### src/rtl/core/rau_pkg.sv
// Shared types, codes and constants of the rational arithmetic unit.
package rau_pkg;

    localparam int WIDTH = 32;
    localparam int DW    = 2 * WIDTH;
    localparam int KW    = $clog2(DW);

    // Operation codes of the kind field.
    localparam logic [3:0] KIND_ADD = 4'd0;
    localparam logic [3:0] KIND_SUB = 4'd1;
    localparam logic [3:0] KIND_MUL = 4'd2;
    localparam logic [3:0] KIND_DIV = 4'd3;
    localparam logic [3:0] KIND_EQ  = 4'd4;
    localparam logic [3:0] KIND_NE  = 4'd5;
    localparam logic [3:0] KIND_LT  = 4'd6;
    localparam logic [3:0] KIND_GT  = 4'd7;
    localparam logic [3:0] KIND_LE  = 4'd8;
    localparam logic [3:0] KIND_GE  = 4'd9;
    localparam logic [3:0] KIND_INC = 4'd10;
    localparam logic [3:0] KIND_DEC = 4'd11;

    // Result status codes.
    localparam logic [1:0] ST_OK   = 2'd0;
    localparam logic [1:0] ST_ZDEN = 2'd1;
    localparam logic [1:0] ST_DIV0 = 2'd2;
    localparam logic [1:0] ST_OVF  = 2'd3;

    typedef struct packed {
        logic [3:0]              kind;
        logic signed [WIDTH-1:0] a_num;
        logic signed [WIDTH-1:0] a_den;
        logic signed [WIDTH-1:0] b_num;
        logic signed [WIDTH-1:0] b_den;
    } in_item_t;

    typedef struct packed {
        logic signed [WIDTH-1:0] res_num;
        logic [WIDTH-2:0]        res_den;
        logic                    compare_true;
        logic [1:0]              status;
    } out_item_t;

    // Datapath operations issued by the controller.
    typedef enum logic [4:0] {
        OP_NONE,
        OP_LOAD_IN,
        OP_LOAD_A,
        OP_LOAD_B,
        OP_GCD_START,
        OP_DIV_P,
        OP_DIV_Q,
        OP_TAKE_P,
        OP_TAKE_Q,
        OP_SAVE_A,
        OP_SAVE_B,
        OP_INCDEC,
        OP_MUL_T1,
        OP_MUL_T2,
        OP_ADDSUB,
        OP_MUL_P_NN,
        OP_MUL_P_NBD,
        OP_MUL_Q_DD,
        OP_MUL_Q_DN,
        OP_RES_FRAC,
        OP_RES_CMP,
        OP_RES_ERR
    } dp_op_t;

    typedef struct packed {
        dp_op_t     op;
        logic [1:0] st;
    } dp_cmd_t;

    typedef struct packed {
        logic [3:0] kind;
        logic       a_den_zero;
        logic       b_den_zero;
        logic       b_num_zero;
        logic       gcd_busy;
        logic       div_busy;
    } dp_stat_t;

endpackage

### src/rtl/core/rau_ctrl.sv
// Controller: sequences normalization, the operation and result delivery.
module rau_ctrl
    import rau_pkg::*;
(
    input  logic     clk,
    input  logic     rst_n,
    input  logic     in_valid,
    output logic     in_ready,
    output logic     out_valid,
    input  logic     out_ready,
    input  dp_stat_t stat,
    output dp_cmd_t  cmd
);

    typedef enum logic [3:0] {
        S_IDLE, S_CHECK, S_GCD, S_GWAIT, S_DIVP, S_PWAIT, S_DIVQ, S_QWAIT,
        S_RET, S_INCDEC, S_LOADB, S_OP, S_T2, S_ADD, S_QDD, S_EMIT
    } state_t;

    typedef enum logic [1:0] {PH_A, PH_B, PH_R} phase_t;

    state_t  state_reg, state_next;
    phase_t  phase_reg, phase_next;
    dp_cmd_t emit_reg, emit_next;
    logic    out_valid_reg, out_valid_next;
    logic    is_cmp;

    assign is_cmp = (stat.kind >= KIND_EQ) && (stat.kind <= KIND_GE);

    // Next state and datapath command.
    always_comb
    begin
        state_next     = state_reg;
        phase_next     = phase_reg;
        emit_next      = emit_reg;
        out_valid_next = out_valid_reg && !out_ready;
        cmd            = '{op: OP_NONE, st: ST_OK};
        unique case (state_reg)
            S_IDLE: begin
                if (in_valid) begin
                    cmd.op     = OP_LOAD_IN;
                    state_next = S_CHECK;
                end
            end
            S_CHECK: begin
                if (stat.kind > KIND_DEC) begin
                    emit_next  = '{op: OP_RES_ERR, st: ST_OK};
                    state_next = S_EMIT;
                end else if (stat.a_den_zero) begin
                    emit_next  = '{op: OP_RES_ERR, st: ST_ZDEN};
                    state_next = S_EMIT;
                end else begin
                    cmd.op     = OP_LOAD_A;
                    phase_next = PH_A;
                    state_next = S_GCD;
                end
            end
            S_GCD: begin
                cmd.op     = OP_GCD_START;
                state_next = S_GWAIT;
            end
            S_GWAIT: begin
                if (!stat.gcd_busy) begin
                    state_next = S_DIVP;
                end
            end
            S_DIVP: begin
                cmd.op     = OP_DIV_P;
                state_next = S_PWAIT;
            end
            S_PWAIT: begin
                if (!stat.div_busy) begin
                    cmd.op     = OP_TAKE_P;
                    state_next = S_DIVQ;
                end
            end
            S_DIVQ: begin
                cmd.op     = OP_DIV_Q;
                state_next = S_QWAIT;
            end
            S_QWAIT: begin
                if (!stat.div_busy) begin
                    cmd.op     = OP_TAKE_Q;
                    state_next = S_RET;
                end
            end
            S_RET: begin
                unique case (phase_reg)
                    PH_A: begin
                        cmd.op = OP_SAVE_A;
                        if (stat.kind == KIND_INC || stat.kind == KIND_DEC) begin
                            state_next = S_INCDEC;
                        end else if (stat.b_den_zero) begin
                            emit_next  = '{op: OP_RES_ERR, st: ST_ZDEN};
                            state_next = S_EMIT;
                        end else begin
                            state_next = S_LOADB;
                        end
                    end
                    PH_B: begin
                        cmd.op     = OP_SAVE_B;
                        state_next = S_OP;
                    end
                    default: begin
                        emit_next  = '{op: OP_RES_FRAC, st: ST_OK};
                        state_next = S_EMIT;
                    end
                endcase
            end
            S_INCDEC: begin
                cmd.op     = OP_INCDEC;
                phase_next = PH_R;
                state_next = S_GCD;
            end
            S_LOADB: begin
                cmd.op     = OP_LOAD_B;
                phase_next = PH_B;
                state_next = S_GCD;
            end
            S_OP: begin
                phase_next = PH_R;
                case (stat.kind) inside
                    KIND_MUL: begin
                        cmd.op     = OP_MUL_P_NN;
                        state_next = S_QDD;
                    end
                    KIND_DIV: begin
                        if (stat.b_num_zero) begin
                            emit_next  = '{op: OP_RES_ERR, st: ST_DIV0};
                            state_next = S_EMIT;
                        end else begin
                            cmd.op     = OP_MUL_P_NBD;
                            state_next = S_QDD;
                        end
                    end
                    default: begin
                        cmd.op     = OP_MUL_T1;
                        state_next = S_T2;
                    end
                endcase
            end
            S_T2: begin
                cmd.op = OP_MUL_T2;
                if (is_cmp) begin
                    emit_next  = '{op: OP_RES_CMP, st: ST_OK};
                    state_next = S_EMIT;
                end else begin
                    state_next = S_ADD;
                end
            end
            S_ADD: begin
                cmd.op     = OP_ADDSUB;
                state_next = S_QDD;
            end
            S_QDD: begin
                cmd.op     = (stat.kind == KIND_DIV) ? OP_MUL_Q_DN : OP_MUL_Q_DD;
                state_next = S_GCD;
            end
            S_EMIT: begin
                if (!out_valid_reg || out_ready) begin
                    cmd            = emit_reg;
                    out_valid_next = 1'b1;
                    state_next     = S_IDLE;
                end
            end
            default: begin
                state_next = S_IDLE;
            end
        endcase
    end

    // State and registered outputs.
    always_ff @(posedge clk or negedge rst_n)
    begin
        if (!rst_n) begin
            state_reg     <= S_IDLE;
            phase_reg     <= PH_A;
            emit_reg      <= '{op: OP_NONE, st: ST_OK};
            out_valid_reg <= 1'b0;
        end else begin
            state_reg     <= state_next;
            phase_reg     <= phase_next;
            emit_reg      <= emit_next;
            out_valid_reg <= out_valid_next;
        end
    end

    assign in_ready  = (state_reg == S_IDLE);
    assign out_valid = out_valid_reg;

endmodule

### config.mk
export PLATFORM = sky130hd
export DESIGN_NAME = rau_ctrl
export DESIGN_NICKNAME = d
export VERILOG_FILES = /design/src/rtl/core/rau_pkg.sv /design/src/rtl/core/rau_ctrl.sv
export SDC_FILE = /design/constraint.sdc
export NUM_CORES = 1
export LEC_CHECK = 0
export BUFFER_PORTS_ARGS = -buffer_cell sky130_fd_sc_hd__clkbuf_2
export CORE_MARGIN = 2
export CORE_UTILIZATION = 62
export CTS_BUF_LIST = sky130_fd_sc_hd__clkbuf_4 sky130_fd_sc_hd__clkbuf_8
export DETAILED_ROUTE_END_ITERATION = 8
export GPL_TIMING_DRIVEN = 0
export PLACE_DENSITY_LB_ADDON = 0.2
export SYNTH_ARGS = -nofsm -noshare
export SYNTH_HDL_FRONTEND = slang
export SYNTH_SLANG_ARGS = --single-unit
### constraint.sdc
create_clock -name clk -period 3.05 [get_ports clk]
set_input_delay 0.305 -clock clk [delete_from_list [all_inputs] [get_ports clk]]
set_output_delay 0.305 -clock clk [all_outputs]
set_load 0.005 [all_outputs]
Word-level counts from Yosys, hierarchy flattened
Index checks and enable logic that the tools add are counted.
Word-level totals
  register bits: 14
  input bits: 13
  output and inout bits: 9
  logic and storage cells: 101
Operators by class
  reductions and logical operators: 15
  $lt $le $gt $ge: 3
  equal/unequal tests: 35
  multiplexer cells: 43
Operators with widths (number)
  $pmux W5 S15: 1
  $mux W7: 9
  $pmux W4 S14: 1
  $eq A4 B4 Y1 const B: 10
  $mux W4: 8
  $pmux W7 S4: 1
  $ne A2 B2 Y1 const B: 12
  $mux W2: 9
  $eq A4 B2 Y1 const B: 4
  $eq A4 B3 Y1 const B: 4
  $pmux W4 S2: 2
  $mux W5: 3
  $pmux W7 S2: 1
  $mux W3: 3
  $ne A3 B3 Y1 const B: 3
  $reduce_and A9 Y1: 1
  $pmux W2 S3: 1
  $reduce_and A5 Y1: 1
  $eq A4 B1 Y1 const B: 1
  $ge A4 B3 Y1 const B: 1
  $gt A4 B4 Y1 const B: 1
  $le A4 B4 Y1 const B: 1
  $logic_not A4 Y1: 1
  $mux W1: 4
  other kinds (10): 13

Longest topological paths before layout
  depth in word-level cells: 5
  mapped depth: 7
  depth with buffers taken out: 5

Worst setup path before layout
No wires, ideal clock.
  kind: register to register
  from: register state_reg[1]
  to: register emit_reg[4] in the netlist's numbering
  path slack: 1.158 ns
  period minus slack after synthesis: 1.892 ns
  data required time: 2.925 ns
  setup time: 0.125 ns
  cell stages (with the launch flop): 8
  arrival: 1.767 ns
  path buffers: 2
  cell sequence: dfrtp_1 buf_6 or2_1 buf_2 or3_1 a21oi_1 nand4b_4 mux2_4
On the way
  word-level cells in the longest chain between the ends: 3
  elaborated cells on any way between the ends: 15
  those cells by class: 12 x eq/ne; 1 x mux; 2 x reduce/logical
Ends and longest elaborated chain
  start, declared: line rau_ctrl.sv:22  | state_t state_reg, state_next;
  start signal, assigned: line rau_ctrl.sv:181  | state_reg <= state_next;
  $eq A4 B4 Y1 / $eq A4 B1 Y1 (equally long branches): line rau_ctrl.sv:38  | unique case (state_reg)
  $ne A3 B3 Y1 (no source line) (tied with other cells)
  $reduce_and A9 Y1 (no source line)
  end signal, assigned: line rau_ctrl.sv:178  | emit_reg <= '{op: OP_NONE, st: ST_OK};
  end signal, assigned: line rau_ctrl.sv:183  | emit_reg <= emit_next;
  end, declared: line rau_ctrl.sv:24  | dp_cmd_t emit_reg, emit_next;
Parallel ways exist; a longest one is shown, timed or not.
A chain may end at the register's enable or synchronous reset.

==> results.ini <==
[floorplan]
width_of_the_chip_um = 48.0
fp.dieArea_mm2 = 0.00231
core_region_area_mm2 = 0.00178
num_io_pins = 22
initial_standard_cell_utilization_of_the_core = 0.674
die_y_extent_um = 48.0
rows = 15

[detailed_routing]
post-route-drc-count = 0
post_route_antenna_net_violation_count = 0
first_pass_iters = 5
dr_total_vias = 1334
detail_route.vias_per_cell = 6.48
detail_route.iter0.violations = 105
wirelength_mm = 3.35
route.detailed.wl_per_inst_um = 16.3

[sta]
finalWorstSetupSlack_ns = 0.525
setup_viol = 0
post_route_minimum_period_ns = 2.52
fin_worst_skew_ns = 0.00451
worst_pin_slew_ns = 0.620
setup_repair_after_global_routing_missed_its_margin = no
timing.setup.tns_ns = 0
timing.slew.headroom = 0.586
finalHoldViolCount = 0
fmax_ghz = 0.396
final_worst_path_cycle_share = 0.828
final-max-slew-violation-count = 0

[synth]
netlist_area_mm2 = 0.00120
yosys_warnings = 0
synth_edf_count = 0
syn_inst = 157
syn_area_per_cell_um2 = 7.65
synth.area.top_cells = dfrtp_1 27%, o21ai_0 6.7%, nand2_1 5.0%
post-synth-top-area-cell = dfrtp_1
synthesis.nets = 170
yosysSeqAreaShare = 0.271
area_share_of_the_largest_cell_type_after_synthesis = 0.271
synthDistinctLibCells = 43
top_flip_flop_cell_by_instance_count_after_synthesis = dfrtp_1
postSynth.asyncResetShare = 1.00
synth.ff_latch_count = 13

[pwr]
power.density_mw_per_mm2 = 915
ir_drop_uv = 606
finalPower_mw = 1.25
total_leakage_power_nw = 0.597

[finish]
largest_reg_flops = 6
area_delta_synth_final_pct = 13.9
layout.filler_cells = 127
post_route_cells_drive_above_1_share = 0.182
final_common_cell = clkbuf_2
number_of_antenna_cells_inserted = 0
utilization = 0.767
nNetsFinal = 195
final_cell_mix = 19 x clkbuf_2, 16 x nand2_1, 16 x o21ai_0

[setup_path]
arrival_ns = 2.22
critical-path-top-cell-by-count = clkbuf_1
critPathMaxFanout = 10
critPathLaunchType = register
cp_slowest_cell = dfrtp_1
worstSetupPathType = reg -> out
critical_path.top_delay_family = buffers and inverters
cp.required_ns = 2.74
cp_cell_sequence = clkbuf_1, clkbuf_1, a21oi_1, a221oi_1, o21ai_0, clkbuf_2
timing.critical_path.to_type = output port
critPathMaxStageDelay_ns = 0.46
path_buf_inv = 3

[global_route]
grt_antenna_before_repair = 0
number_of_global_route_vias_before_repair = 1191
top_usage_layer = met2
grt_util_all_layers = 0.322
groute.layer.met2.usage = 0.549
grt_use_met1 = 0.403
grt.met3_usage = 0.0453
gr-total-overflow = 0
grt_start_max_net_pins = 14
grt_first_pass_wirelength_mm = 5.17

[clock_network]
htreeDepth = 1
cts.repair_timing.setup_buffer_count = 0
worstSkewPairLatency_ns = 0.28
cts-root-buf = clkbuf_4
tritoncts = built
tritoncts_num_sinks = 13
cts-buffers-inserted = 3
ctsLongestPathBuffers = 2
clkSlewWorstSetupHoldPaths_ns = 0.08

[placed_design]
pre_cts_slack_ns = 0.928
place_hpwl_mm = 2.47
place_congestion = 0.951
port_buffers = 19

[hold_path]
worst_hold_path_type = in -> reg

[status]
outcome = finished, final reports clean

[run]
max-cap-violations = 0

per-layer routing:
layer,wire length (um),share of wire
met5,0,0
met4,59,0.018
met3,370,0.11
met2,1570,0.47
met1,1350,0.40
worst register-to-register path, stage by stage (launching register included):
cell	delay [ns]
dfrtp_1	0.38
buf_6	0.13
nor4b_2	0.57
nand4_1	0.16
a21oi_1	0.17
nand4b_4	0.22
mux2_4	0.32
cell type report:
type	instances	area, um^2	share of cell area
plain buffers	13	61.3	0.0448
clock buffers	4	30.0	0.0220
inverters	8	30.0	0.0220
multi-input cells	123	785	0.574
flip-flops and latches	13	325	0.238
well taps	25	31.3	0.0229
repair buffers	20	105	0.0769
synthesized netlist by cell type (3+ instances only):
| master | n |
|---|---|
| a21o_1 | 3 |
| a21oi_1 | 10 |
| a221oi_1 | 3 |
| a22oi_1 | 5 |
| a31oi_1 | 5 |
| buf_2 | 4 |
| clkbuf_1 | 7 |
| dfrtp_1 | 13 |
| inv_1 | 8 |
| mux2i_1 | 4 |
| nand2_1 | 16 |
| nand2b_1 | 5 |
| nand3_1 | 4 |
| nor2_1 | 8 |
| nor2b_1 | 8 |
| nor3_1 | 3 |
| o21ai_0 | 16 |
| o21bai_1 | 3 |
stage by stage:
| stage | hold slack (ns) | instance area (um^2) | std cells |
|---|---|---|---|
| after floorplan | 0.00941 | 1200 | 157 |
| after global placement | 0.215 | 1330 | 201 |
| after detailed placement | 0.219 | 1330 | 201 |
| after CTS | 0.362 | 1370 | 206 |
| after global routing | 0.381 | 1370 | 206 |
| final | 0.353 | 1370 | 206 |
cells by family after synthesis:
logic type / share of synthesized area
AO/OA/AOI/OAI: 0.295
XOR/XNOR: 0.00729
buffers and inverters: 0.0760
flip-flops: 0.271
multiplexers: 0.0583
AND/OR/NAND/NOR: 0.293
worst paths after layout:
kind / start / to / slack [ns] / cells past startpoint
max: state_reg[0]$_DFFE_PN0P_ / cmd[2] / 0.53 / 6
max reg2reg: state_reg[1]$_DFFE_PN0P_ / emit_reg[1]$_DFFE_PN0P_ / 1.00 / 6
min: out_ready / out_valid$_DFF_PN0_ / 0.35 / 3
min in group asynchronous: rst_n / phase_reg[1]$_DFFE_PN0P_ / 0.46 / 2
max in group asynchronous: rst_n / state_reg[1]$_DFFE_PN0P_ / 2.33 / 2
min reg2reg: emit_reg[6]$_DFFE_PN0P_ / emit_reg[6]$_DFFE_PN0P_ / 0.48 / 1
what timing repair did:
item	4_1_cts	5_1_grt
hold buffers	1	0
resized for setup	0	0
endpoints found under the hold margin	13	0
where the power goes:
group,switching (mW),internal (mW)
Sequential,0.0561,0.230
Combinational,0.508,0.336
Clock,0.0615,0.0596
No activity file was read; power rests on OpenSTA's default activity.
